### src/hw/rtl/ghd_pkg.sv
package ghd_pkg;

  localparam int AccW = 21;
  localparam int CntW = 4;

  localparam int BaseYear    = 1999;
  localparam int DaysQuad    = 1461;
  localparam int DaysYear    = 365;
  localparam int EpochOffset = 227016 + 13 + 5;
  localparam int DaysCycle30 = 10631;
  localparam int HijriYear   = 354;
  localparam int HijriMod    = 1400;
  localparam int ScaledYear  = 1063100 / 30;
  localparam int Hundred     = 100;
  localparam int LastMonth   = 11;

  localparam logic [CntW-1:0] CycBits   = CntW'(5);
  localparam logic [CntW-1:0] YearBits  = CntW'(4);
  localparam logic [CntW-1:0] ScaleBits = CntW'(4);
  localparam logic [CntW-1:0] HundBits  = CntW'(8);

  localparam logic [CntW-1:0] AdjAddrIdx = CntW'(0);

  typedef enum logic [3:0] {
    ST_IDLE,
    ST_BASE,
    ST_SUM,
    ST_DIV_CYC,
    ST_DIV_YEAR,
    ST_YEAR_ADD,
    ST_YEAR_MOD,
    ST_SCALE,
    ST_MOD_SCALED,
    ST_DIV_HUND,
    ST_WALK_INIT,
    ST_WALK,
    ST_DONE
  } ghd_state_t;

  typedef struct packed {
    ghd_state_t      state;
    logic [CntW-1:0] cnt;
    logic            in_ready;
    logic            walk_stop;
    logic            out_load;
  } ghd_ctl_t;

  function automatic logic [8:0] greg_cum(input logic [3:0] m);
    logic [8:0] r;
    case (m)
      4'd2:    r = 9'd31;
      4'd3:    r = 9'd59;
      4'd4:    r = 9'd90;
      4'd5:    r = 9'd120;
      4'd6:    r = 9'd151;
      4'd7:    r = 9'd181;
      4'd8:    r = 9'd212;
      4'd9:    r = 9'd243;
      4'd10:   r = 9'd273;
      4'd11:   r = 9'd304;
      4'd12,
      4'd13,
      4'd14,
      4'd15:   r = 9'd334;
      default: r = 9'd0;
    endcase
    return r;
  endfunction

  function automatic logic [4:0] hijri_len(input logic [CntW-1:0] i);
    return i[0] ? 5'd29 : 5'd30;
  endfunction

endpackage

### src/hw/rtl/ghd_sub_unit.sv
module ghd_sub_unit (
  input  logic [ghd_pkg::AccW-1:0] a,
  input  logic [ghd_pkg::AccW-1:0] b,
  output logic [ghd_pkg::AccW-1:0] diff,
  output logic                     ge
);

  logic [ghd_pkg::AccW:0] wide;

  assign wide = {1'b0, a} - {1'b0, b};
  assign diff = wide[ghd_pkg::AccW-1:0];
  assign ge   = ~wide[ghd_pkg::AccW];

endmodule

### src/hw/rtl/ghd_ctrl.sv
module ghd_ctrl (
  input  logic              clk,
  input  logic              rst_n,
  input  logic              in_valid,
  input  logic              ge,
  input  logic              out_free,
  output ghd_pkg::ghd_ctl_t ctl
);

  ghd_pkg::ghd_state_t          state_r, state_nxt;
  logic [ghd_pkg::CntW-1:0]     cnt_r, cnt_nxt;
  logic                         walk_stop;

  assign walk_stop = ~ge | (cnt_r == ghd_pkg::CntW'(ghd_pkg::LastMonth));

  always_comb begin
    state_nxt = state_r;
    cnt_nxt   = cnt_r;
    case (state_r)
      ghd_pkg::ST_IDLE: begin
        if (in_valid) state_nxt = ghd_pkg::ST_BASE;
      end
      ghd_pkg::ST_BASE: state_nxt = ghd_pkg::ST_SUM;
      ghd_pkg::ST_SUM: begin
        state_nxt = ghd_pkg::ST_DIV_CYC;
        cnt_nxt   = ghd_pkg::CycBits;
      end
      ghd_pkg::ST_DIV_CYC: begin
        if (cnt_r == '0) begin
          state_nxt = ghd_pkg::ST_DIV_YEAR;
          cnt_nxt   = ghd_pkg::YearBits;
        end else begin
          cnt_nxt = cnt_r - 1'b1;
        end
      end
      ghd_pkg::ST_DIV_YEAR: begin
        if (cnt_r == '0) state_nxt = ghd_pkg::ST_YEAR_ADD;
        else cnt_nxt = cnt_r - 1'b1;
      end
      ghd_pkg::ST_YEAR_ADD: state_nxt = ghd_pkg::ST_YEAR_MOD;
      ghd_pkg::ST_YEAR_MOD: state_nxt = ghd_pkg::ST_SCALE;
      ghd_pkg::ST_SCALE: begin
        state_nxt = ghd_pkg::ST_MOD_SCALED;
        cnt_nxt   = ghd_pkg::ScaleBits;
      end
      ghd_pkg::ST_MOD_SCALED: begin
        if (cnt_r == '0) begin
          state_nxt = ghd_pkg::ST_DIV_HUND;
          cnt_nxt   = ghd_pkg::HundBits;
        end else begin
          cnt_nxt = cnt_r - 1'b1;
        end
      end
      ghd_pkg::ST_DIV_HUND: begin
        if (cnt_r == '0) state_nxt = ghd_pkg::ST_WALK_INIT;
        else cnt_nxt = cnt_r - 1'b1;
      end
      ghd_pkg::ST_WALK_INIT: begin
        state_nxt = ghd_pkg::ST_WALK;
        cnt_nxt   = '0;
      end
      ghd_pkg::ST_WALK: begin
        if (walk_stop) state_nxt = ghd_pkg::ST_DONE;
        else cnt_nxt = cnt_r + 1'b1;
      end
      ghd_pkg::ST_DONE: begin
        if (out_free) state_nxt = ghd_pkg::ST_IDLE;
      end
      default: state_nxt = ghd_pkg::ST_IDLE;
    endcase
  end

  always_comb begin
    ctl.state     = state_r;
    ctl.cnt       = cnt_r;
    ctl.in_ready  = (state_r == ghd_pkg::ST_IDLE);
    ctl.walk_stop = walk_stop;
    ctl.out_load  = (state_r == ghd_pkg::ST_DONE) & out_free;
  end

  always_ff @(posedge clk) begin
    if (!rst_n) begin
      state_r <= ghd_pkg::ST_IDLE;
      cnt_r   <= '0;
    end else begin
      state_r <= state_nxt;
      cnt_r   <= cnt_nxt;
    end
  end

endmodule

### src/hw/rtl/gregorian_to_hijri_date_core.sv
// The time from an accepted input word to out_tvalid depends on the month walk and on out_tready.
// One word is converted at a time; in_tready is high only between items.
// A single compare-subtract unit runs every division, modulo and month-table step in turn.
// Reset (rst_n low at a clock edge) returns to idle, drops any pending output and sets
// day_adjust to 5.
module gregorian_to_hijri_date_core (
  input  logic        clk,
  input  logic        rst_n,
  input  logic        in_tvalid,
  output logic        in_tready,
  input  logic [15:0] in_tdata,    // greg_year[6:0], greg_month[10:7], greg_date[15:11]
  output logic        out_tvalid,
  input  logic        out_tready,
  output logic [23:0] out_tdata,   // hijri_year[10:0], hijri_month[14:11], hijri_date[19:15], zero
  input  logic        cfg_psel,
  input  logic        cfg_penable,
  input  logic        cfg_pwrite,
  input  logic [2:0]  cfg_paddr,
  input  logic [31:0] cfg_pwdata,
  output logic [31:0] cfg_prdata,
  output logic        cfg_pready
);

  localparam int W = ghd_pkg::AccW;

  ghd_pkg::ghd_ctl_t ctl;

  logic [6:0]   y_r;
  logic [3:0]   m_r;
  logic [4:0]   d_r;
  logic [7:0]   adj_r;
  logic [W-1:0] acc_r, acc_nxt;
  logic [8:0]   qsh_r, qsh_nxt;
  logic [5:0]   cyc_r, cyc_nxt;
  logic [13:0]  rem_r, rem_nxt;
  logic [10:0]  year_r, year_nxt;
  logic [3:0]   month_r, month_nxt;
  logic [4:0]   date_r, date_nxt;
  logic         out_valid_r;
  logic [10:0]  oyear_r;
  logic [3:0]   omonth_r;
  logic [4:0]   odate_r;

  logic [W-1:0] sub_b, diff;
  logic         ge;
  logic         out_free;
  logic         in_acc;
  logic         cfg_wr;
  logic [11:0]  full;
  logic         leap;
  logic [W-1:0] kept;

  assign in_acc   = in_tvalid & ctl.in_ready;
  assign out_free = ~out_valid_r | out_tready;
  assign cfg_wr   = cfg_psel & cfg_penable & cfg_pwrite & cfg_pready;

  ghd_ctrl u_ctrl (
    .clk      (clk),
    .rst_n    (rst_n),
    .in_valid (in_tvalid),
    .ge       (ge),
    .out_free (out_free),
    .ctl      (ctl)
  );

  ghd_sub_unit u_sub (
    .a    (acc_r),
    .b    (sub_b),
    .diff (diff),
    .ge   (ge)
  );

  always_comb begin
    case (ctl.state)
      ghd_pkg::ST_DIV_CYC:    sub_b = W'(ghd_pkg::DaysCycle30) << ctl.cnt;
      ghd_pkg::ST_DIV_YEAR:   sub_b = W'(ghd_pkg::HijriYear) << ctl.cnt;
      ghd_pkg::ST_YEAR_MOD:   sub_b = W'(ghd_pkg::HijriMod);
      ghd_pkg::ST_MOD_SCALED: sub_b = W'(ghd_pkg::ScaledYear) << ctl.cnt;
      ghd_pkg::ST_DIV_HUND:   sub_b = W'(ghd_pkg::Hundred) << ctl.cnt;
      ghd_pkg::ST_WALK:       sub_b = W'(ghd_pkg::hijri_len(ctl.cnt));
      default:                sub_b = '0;
    endcase
  end

  assign full = 12'(y_r) + 12'(ghd_pkg::BaseYear);
  assign leap = (y_r[1:0] == 2'd0) & (y_r != 7'd100);
  assign kept = ge ? diff : acc_r;

  always_comb begin
    acc_nxt   = acc_r;
    qsh_nxt   = qsh_r;
    cyc_nxt   = cyc_r;
    rem_nxt   = rem_r;
    year_nxt  = year_r;
    month_nxt = month_r;
    date_nxt  = date_r;
    case (ctl.state)
      ghd_pkg::ST_BASE: begin
        acc_nxt = W'(W'(full[11:2]) * W'(ghd_pkg::DaysQuad))
                + W'(W'(full[1:0]) * W'(ghd_pkg::DaysYear));
      end
      ghd_pkg::ST_SUM: begin
        acc_nxt = acc_r + W'(ghd_pkg::greg_cum(m_r)) + W'(d_r) + W'(adj_r) + W'(leap)
                - W'(ghd_pkg::EpochOffset);
        qsh_nxt = '0;
      end
      ghd_pkg::ST_DIV_CYC: begin
        acc_nxt = kept;
        if (ctl.cnt == '0) begin
          cyc_nxt = {qsh_r[4:0], ge};
          rem_nxt = kept[13:0];
          qsh_nxt = '0;
        end else begin
          qsh_nxt = {qsh_r[7:0], ge};
        end
      end
      ghd_pkg::ST_DIV_YEAR: begin
        acc_nxt = kept;
        qsh_nxt = {qsh_r[7:0], ge};
      end
      ghd_pkg::ST_YEAR_ADD: begin
        acc_nxt = W'({cyc_r, 5'd0}) - W'({cyc_r, 1'b0}) + W'(qsh_r[4:0]);
      end
      ghd_pkg::ST_YEAR_MOD: begin
        year_nxt = kept[10:0] + 11'd1;
      end
      ghd_pkg::ST_SCALE: begin
        acc_nxt = W'(W'(rem_r) * W'(ghd_pkg::Hundred));
        qsh_nxt = '0;
      end
      ghd_pkg::ST_MOD_SCALED: begin
        acc_nxt = kept;
      end
      ghd_pkg::ST_DIV_HUND: begin
        acc_nxt = kept;
        qsh_nxt = {qsh_r[7:0], ge};
      end
      ghd_pkg::ST_WALK_INIT: begin
        acc_nxt = (qsh_r == '0) ? '0 : W'(qsh_r - 9'd1);
      end
      ghd_pkg::ST_WALK: begin
        if (ctl.walk_stop) begin
          month_nxt = ctl.cnt;
          date_nxt  = acc_r[4:0] + 5'd1;
        end else begin
          acc_nxt = diff;
        end
      end
      default: ;
    endcase
  end

  always_ff @(posedge clk) begin
    acc_r   <= acc_nxt;
    qsh_r   <= qsh_nxt;
    cyc_r   <= cyc_nxt;
    rem_r   <= rem_nxt;
    year_r  <= year_nxt;
    month_r <= month_nxt;
    date_r  <= date_nxt;
    if (in_acc) begin
      y_r <= in_tdata[6:0];
      m_r <= in_tdata[10:7];
      d_r <= in_tdata[15:11];
    end
    if (ctl.out_load) begin
      oyear_r  <= year_r;
      omonth_r <= month_r;
      odate_r  <= date_r;
    end
  end

  always_ff @(posedge clk) begin
    if (!rst_n) begin
      out_valid_r <= 1'b0;
      adj_r       <= 8'd5;
    end else begin
      if (ctl.out_load) out_valid_r <= 1'b1;
      else if (out_tready) out_valid_r <= 1'b0;
      if (cfg_wr && (cfg_paddr[2] == ghd_pkg::AdjAddrIdx[0])) adj_r <= cfg_pwdata[7:0];
    end
  end

  assign in_tready  = ctl.in_ready;
  assign out_tvalid = out_valid_r;
  assign out_tdata  = {4'd0, odate_r, omonth_r, oyear_r};
  assign cfg_pready = 1'b1;
  assign cfg_prdata = (cfg_paddr[2] == ghd_pkg::AdjAddrIdx[0]) ? {24'd0, adj_r} : 32'd0;

endmodule

### config.mk
export PLATFORM = sky130hd
export DESIGN_NAME = gregorian_to_hijri_date_core
export DESIGN_NICKNAME = d
export VERILOG_FILES = /design/src/hw/rtl/ghd_pkg.sv /design/src/hw/rtl/ghd_sub_unit.sv /design/src/hw/rtl/ghd_ctrl.sv /design/src/hw/rtl/gregorian_to_hijri_date_core.sv
export SDC_FILE = /design/constraint.sdc
export NUM_CORES = 1
export LEC_CHECK = 0
export BUFFER_PORTS_ARGS = -buffer_cell sky130_fd_sc_hd__buf_2
export CORE_UTILIZATION = 40
export CTS_BUF_LIST = sky130_fd_sc_hd__clkbuf_16
export DETAILED_ROUTE_END_ITERATION = 10
export PLACE_DENSITY_LB_ADDON = 0.15
export SYNTH_ARGS = -nofsm -noshare
export SYNTH_HDL_FRONTEND = slang
export SYNTH_SLANG_ARGS = --single-unit
export TNS_END_PERCENT = 5
### constraint.sdc
create_clock -name clk -period 16.8 [get_ports clk]
set_input_delay 0 -clock clk [delete_from_list [all_inputs] [get_ports clk]]
set_output_delay 0 -clock clk [all_outputs]
set_load 0.005 [all_outputs]
==> flow_summary_export.csv, run 1 <==
group,metric,value,unit
critical_path,r2r_slack,10.25,ns
sta,hold_viol,0,
critical_path,cpPeakStageDelay,0.54,ns
cells_and_area,layout-drive-gt1-share,9.47,%
critical_path,crit_top_cell,"fa_1",
floorplanning,die_y,189,µm
cts,hold_buffers,35,
grt,grt_start_max_net_pins,40,
job,cap_violations,0,
sta,rsz0062_at_grt,"false",
synth,ys_warn_count,0,
sta,fin_crit,6.55,ns
sta,fmax,0.153,GHz
synth,syn_avg_cell_area,9.24,µm²
synth,synth_async_sr_flop_share,0,%
cts,clock_sinks,132,
grt,antenna_found_initial,0,
cells_and_area,fin_nets,1912,
synth,ys_ff_latch,132,
sta,finalCritPeriodShare,39.0,%
floorplanning,start_util,40.5,%
critical_path,regToRegStartpoint,"y_r[0]",
floorplanning,fp.dieArea,0.0357,mm²
cts,insertion_delay,0.44,ns
cts,ctsResizeCount,0,
cells_and_area,syn_to_final_growth,11.8,%
cells_and_area,final_cell_mix,"ha_1 (197), inv_1 (184), nand2_1 (110), edfxtp_1 (106), nor2_1 (98)",
placement,portBuffers,61,
synth,yosys.cell_types.count,84,
detailed_routing,avgRoutedWirePerCell,17.6,µm
worst_hold_path,hp-class,"in2reg",
cts,htreeDepth,4,
synth,synth_top_area_share,22.8,%
synth,synth.area.top_cells,"edfxtp_1 (23%), ha_1 (18%), fa_1 (9.3%), inv_1 (4.9%), xnor2_1 (4.2%)",
cells_and_area,n_fill_cell,3326,
grt,overflow,0,
cts,post_cts_buffers,0,
grt,grt_first_pass_wirelength,57.6,mm
cells_and_area,utilization,45.3,%
critical_path,critPathSlowestCell,"fa_1",
cells_and_area,register_area,0.00370,mm²
cts,numCtsBuffers,17,
synth,synth_area,0.0140,mm²
grt,grt_pass1_vias,10600,
synth,synth-seq-area-share,26.5,%
critical_path,path_cells,"inv_1 > ha_1 > a21oi_1 > xnor2_1 > ha_1 > fa_1 > fa_1 > fa_1 > inv_1 > fa_1 > inv_1 > ha_1 > a21o_1 > a21oi_1 > o31ai_1 > or2_2 > a31o_2 > a211oi_1 > o22ai_1 > or4_1",
worst_hold_path,hold_path_depth,2,
sta,tns,0,ns
placement,dpl.hpwl,28.9,mm
sta,relSlewSlack,26.1,%
cts,clk_pin_slew,0.07,ns
sta,tightest_slew,1.10,ns
cts,cts_tree,"built",
synth,dominantRegCellSynth,"edfxtp_1",
cells_and_area,multi_input_area,0.00928,mm²
detailed_routing,dr.pass1.iters,6,
critical_path,regToRegEndpoint,"acc_r[16]",
cells_and_area,final_common_cell,"ha_1",
synth,synth_edf_count,106,
critical_path,crit_type,"reg2reg",
critical_path,worst_setup_path_end_kind,"flop",
critical_path,start_kind,"flop",
floorplanning,coreArea,0.0345,mm²
worst_hold_path,holdPathEnd,"y_r[4]",
floorplanning,die_x,189,µm
critical_path,worst-path-max-fanout,6,
cells_and_area,insertedDiodeCount,0,
cts,cts_root_buffer,"clkbuf_16",
detailed_routing,detail-route-antenna-nets,0,
detailed_routing,drt_iter0_markers,657,
detailed_routing,via_per_inst,5.32,
outcome,status,"finished clean",
cts,clock_path_buffers,2,
critical_path,crit_arrival,6.73,ns
critical_path,reg2reg_depth,20,
sta,fin_skew,0.0133,ns
floorplanning,placement_rows,68,
grt,grt_usage,20.7,%
critical_path,cp.required,16.98,ns
sta,setup_viol,0,
detailed_routing,dr_total_vias,11000,
synth,yosys.area.top_type,"edfxtp_1",
detailed_routing,drc,0,
worst_hold_path,holdCritStartpoint,"in_tdata[4]",
floorplanning,pin_count,117,
detailed_routing,drt_wl_total,36.3,mm
placement,gp_congestion,0.888,
sta,report.final.slew_viol_count,0,
synth,synth_cells,1511,
## flip-flops by register name, summed over array words and instances, names as in the netlist, 6 cells and up, named ones only
name,flops
cyc_r,6
y_r,7
qsh_r,9
year_r,11
oyear_r,11
rem_r,14
acc_r,21
adj_r,8
## area by class of cell
class | instances | share of cell area (%)
multi-input combinational | 1147 | 59.4
tap | 455 | 3.64
clock inverter | 15 | 1.23
clock buffer | 17 | 2.72
inverter | 186 | 4.47
timing repair buffer | 108 | 4.77
sequential | 132 | 23.7
## cells in the mapped netlist (14+ instances only)
master	instances
ha_1	197
inv_1	184
nand2_1	110
edfxtp_1	106
nor2_1	98
a21oi_1	92
o21ai_0	75
xnor2_1	67
fa_1	65
xor2_1	38
clkbuf_1	33
buf_4	30
dfxtp_1	26
a21o_1	24
nor3_1	24
nand3_1	23
nor2b_1	18
nand2b_1	17
a211oi_1	15
o211ai_1	15
and2_1	14
## cell families (layout without fill, tap and decap cells)
group | after synthesis | in the layout | synth area share [%]
and+or+nand+nor | 359 | 359 | 12.2
adders and majority gates | 262 | 262 | 27.0
buffers and inverters | 259 | 326 | 7.95
xor gates and xnor gates | 105 | 105 | 6.58
other | 2 | 29 | 0.0538
muxes | 26 | 26 | 2.05
AOI/OAI and AO/OA | 366 | 366 | 17.7
DFF | 132 | 132 | 26.5
## worst max path at each step
stage	cells past startpoint	slack (ns)	start	endpoint
2_1_floorplan	20	10.84	y_r[0]	acc_r[16]
5_1_grt	20	9.81	y_r[0]	acc_r[16]
4_1_cts	20	10.18	y_r[0]	acc_r[16]
3_5_place_dp	20	10.17	y_r[0]	acc_r[16]
3_3_place_gp	20	10.20	y_r[0]	acc_r[16]
6_report	20	10.25	y_r[0]	acc_r[16]
## stage by stage
stage / hold WS, ns / cell area, µm² / worst slack, ns / instances
floorplan: 0.0989 / 14100 / 10.84 / 1538
global placement: 0.176 / 14700 / 10.20 / 1993
detailed placement: 0.178 / 14700 / 10.17 / 1993
CTS: 0.247 / 15600 / 10.18 / 2060
global route: 0.264 / 15600 / 9.81 / 2060
finish: 0.270 / 15600 / 10.25 / 2060
## critical path: cells and delay by family, from the launching register on
kind                       cells  cell delay [ns]
AOI/OAI and AO/OA              7             1.18
xor gates and xnor gates       1             0.53
adders and majority gates      7             3.07
and+or+nand+nor                2             0.71
DFF                            1             0.47
buffers and inverters          3             0.33
## routing by layer
metal	up-vias	share of wire (%)	track usage (%)
met5	-	0	0
met3	38	4.9	3.04
met4	0	2.0	6.11
met1	5212	48	29.5
li1	5447	-	-
met2	259	45	32.5
Power of run 1 is not shown: default switching activity piles up to over one toggle a cycle in this logic, so the estimate is an artifact.
==> run 2, diff against run 1 <==
==> constraint.sdc (replaced) <==
create_clock -name clk -period 6.6 [get_ports clk]
set_input_delay 0 -clock clk [delete_from_list [all_inputs] [get_ports clk]]
set_output_delay 0 -clock clk [all_outputs]
set_load 0.005 [all_outputs]
==> flow_summary_export.csv, run 2 (same netlist as run 1, synthesis figures left out) <==
group,metric,value,unit
outcome,status,"finished with violations",
outcome,violations,"design-rule violations",
cts,insertion_delay,0.45,ns
worst_hold_path,hp-class,"in2reg",
cts,post_cts_buffers,0,
sta,hold_viol,0,
cells_and_area,syn_to_final_growth,12.0,%
cts,htreeDepth,4,
sta,tightest_slew,1.10,ns
cells_and_area,multi_input_area,0.00928,mm²
grt,grt_first_pass_wirelength,58.0,mm
detailed_routing,drt_iter0_markers,676,
cells_and_area,largest_reg_flops,21,
cells_and_area,layout.cells.non_filler,2069,
detailed_routing,route.met3.wl,1.78,mm
cells_and_area,final_common_cell,"ha_1",
floorplanning,coreArea,0.0345,mm²
grt,grt_start_max_net_pins,27,
floorplanning,pin_count,117,
sta,fin_skew,0.0153,ns
detailed_routing,top_layer_used,"met4",
floorplanning,die_x,189,µm
cts,clock_path_buffers,2,
floorplanning,placement_rows,68,
sta,fin_crit,6.16,ns
cts,numCtsBuffers,17,
cells_and_area,n_fill_cell,3379,
cts,cts_root_buffer,"clkbuf_16",
detailed_routing,dr_total_vias,11000,
cts,cts_tree,"built",
grt,grt_pass1_vias,10500,
critical_path,crit_type,"reg2reg",
placement,gp_congestion,0.933,
critical_path,crit_arrival,6.35,ns
detailed_routing,drt-met1-wl,17.9,mm
cells_and_area,layout-drive-gt1-share,9.98,%
cells_and_area,top_regs,"acc_r: 21 flops, rem_r: 14 flops",
sta,finalCritPeriodShare,93.4,%
floorplanning,start_util,40.5,%
sta,rsz0062_at_grt,"false",
cts,clock_sinks,132,
job,cap_violations,0,
sta,hold_ws,0.260,ns
grt,grt_usage,21.2,%
floorplanning,fp.dieArea,0.0357,mm²
sta,tns,0,ns
critical_path,cp.required,6.79,ns
placement,dpl.hpwl,29.4,mm
detailed_routing,wl_met2,16.8,mm
sta,relSlewSlack,26.6,%
detailed_routing,drc,1,
sta,setup_viol,0,
cells_and_area,fin_nets,1921,
critical_path,worst_setup_path_end_kind,"flop",
detailed_routing,detail-route-antenna-nets,0,
sta,report.final.slew_viol_count,0,
detailed_routing,dr.pass1.iters,9,
critical_path,worst-path-max-fanout,6,
cells_and_area,insertedDiodeCount,0,
detailed_routing,drt_wl_total,37.0,mm
sta,fmax,0.162,GHz
floorplanning,die_y,189,µm
detailed_routing,avgRoutedWirePerCell,17.9,µm
critical_path,start_kind,"flop",
placement,portBuffers,61,
placement,placed_cells,2002,
cells_and_area,top_register,"acc_r",
detailed_routing,via_per_inst,5.31,
grt,antenna_found_initial,0,
grt,overflow,0,
cts,clk_pin_slew,0.07,ns
cells_and_area,final_cell_mix,"ha_1 (197), inv_1 (185), nand2_1 (110), edfxtp_1 (106), nor2_1 (98)",
cells_and_area,register_area,0.00370,mm²
[run 2: layer usage]
metal | track usage (%) | vias up
met5 | 0 | -
met4 | 4.84 | 0
met3 | 4.15 | 20
met2 | 33.2 | 249
met1 | 30.1 | 5256
li1 | - | 5469
[run 2: area by class of cell]
type | count | area share, %
clock buffer | 17 | 2.72
clock inverter | 15 | 0.919
inverter | 186 | 4.46
multi-input combinational | 1147 | 59.3
sequential | 132 | 23.7
tap | 455 | 3.64
timing repair buffer | 117 | 5.28
[run 2: what timing repair did]
| item | 4_1_cts | 5_1_grt |
|---|---|---|
| gates resized for setup | 0 | 0 |
| hold buffers | 35 | 0 |
| endpoints found under the hold margin | 32 | 0 |
[run 2: per-stage QoR]
| step | cell area, µm² | setup slack, ns | utilization, % |
|---|---|---|---|
| after floorplan | 14100 | 0.639 | - |
| after global placement | 14700 | 0.473 | 42.7 |
| after detailed placement | 14700 | 0.404 | 42.7 |
| after CTS | 15700 | 0.421 | 45.4 |
| after global routing | 15700 | 0.0226 | 45.4 |
| final | 15700 | 0.439 | 45.4 |
[run 2: critical path, stage by stage, from the launching register on]
cell and delay (ns):
edfxtp_1 0.46, inv_1 0.25, ha_1 0.25, a21oi_1 0.12, nor2_1 0.26, ha_1 0.37
fa_1 0.46, fa_1 0.47, fa_1 0.54, inv_1 0.05, fa_1 0.52, inv_1 0.04
ha_1 0.37, a21o_1 0.18, a21oi_1 0.13, o31ai_1 0.14, or2_2 0.31, a31o_2 0.23
a211oi_1 0.24, o22ai_1 0.10, or4_1 0.40
[run 2: worst paths after layout]
kind / start / endpoint / slack (ns) / depth (start not counted)
hold / removal: in_tdata[2] / y_r[2] / 0.26 / 2
setup reg to reg: y_r[0] / acc_r[16] / 0.44 / 20
setup / recovery: y_r[0] / acc_r[16] / 0.44 / 20
hold reg to reg: year_r[1] / oyear_r[1] / 0.42 / 0
Power of run 2 is left out for the same reason.
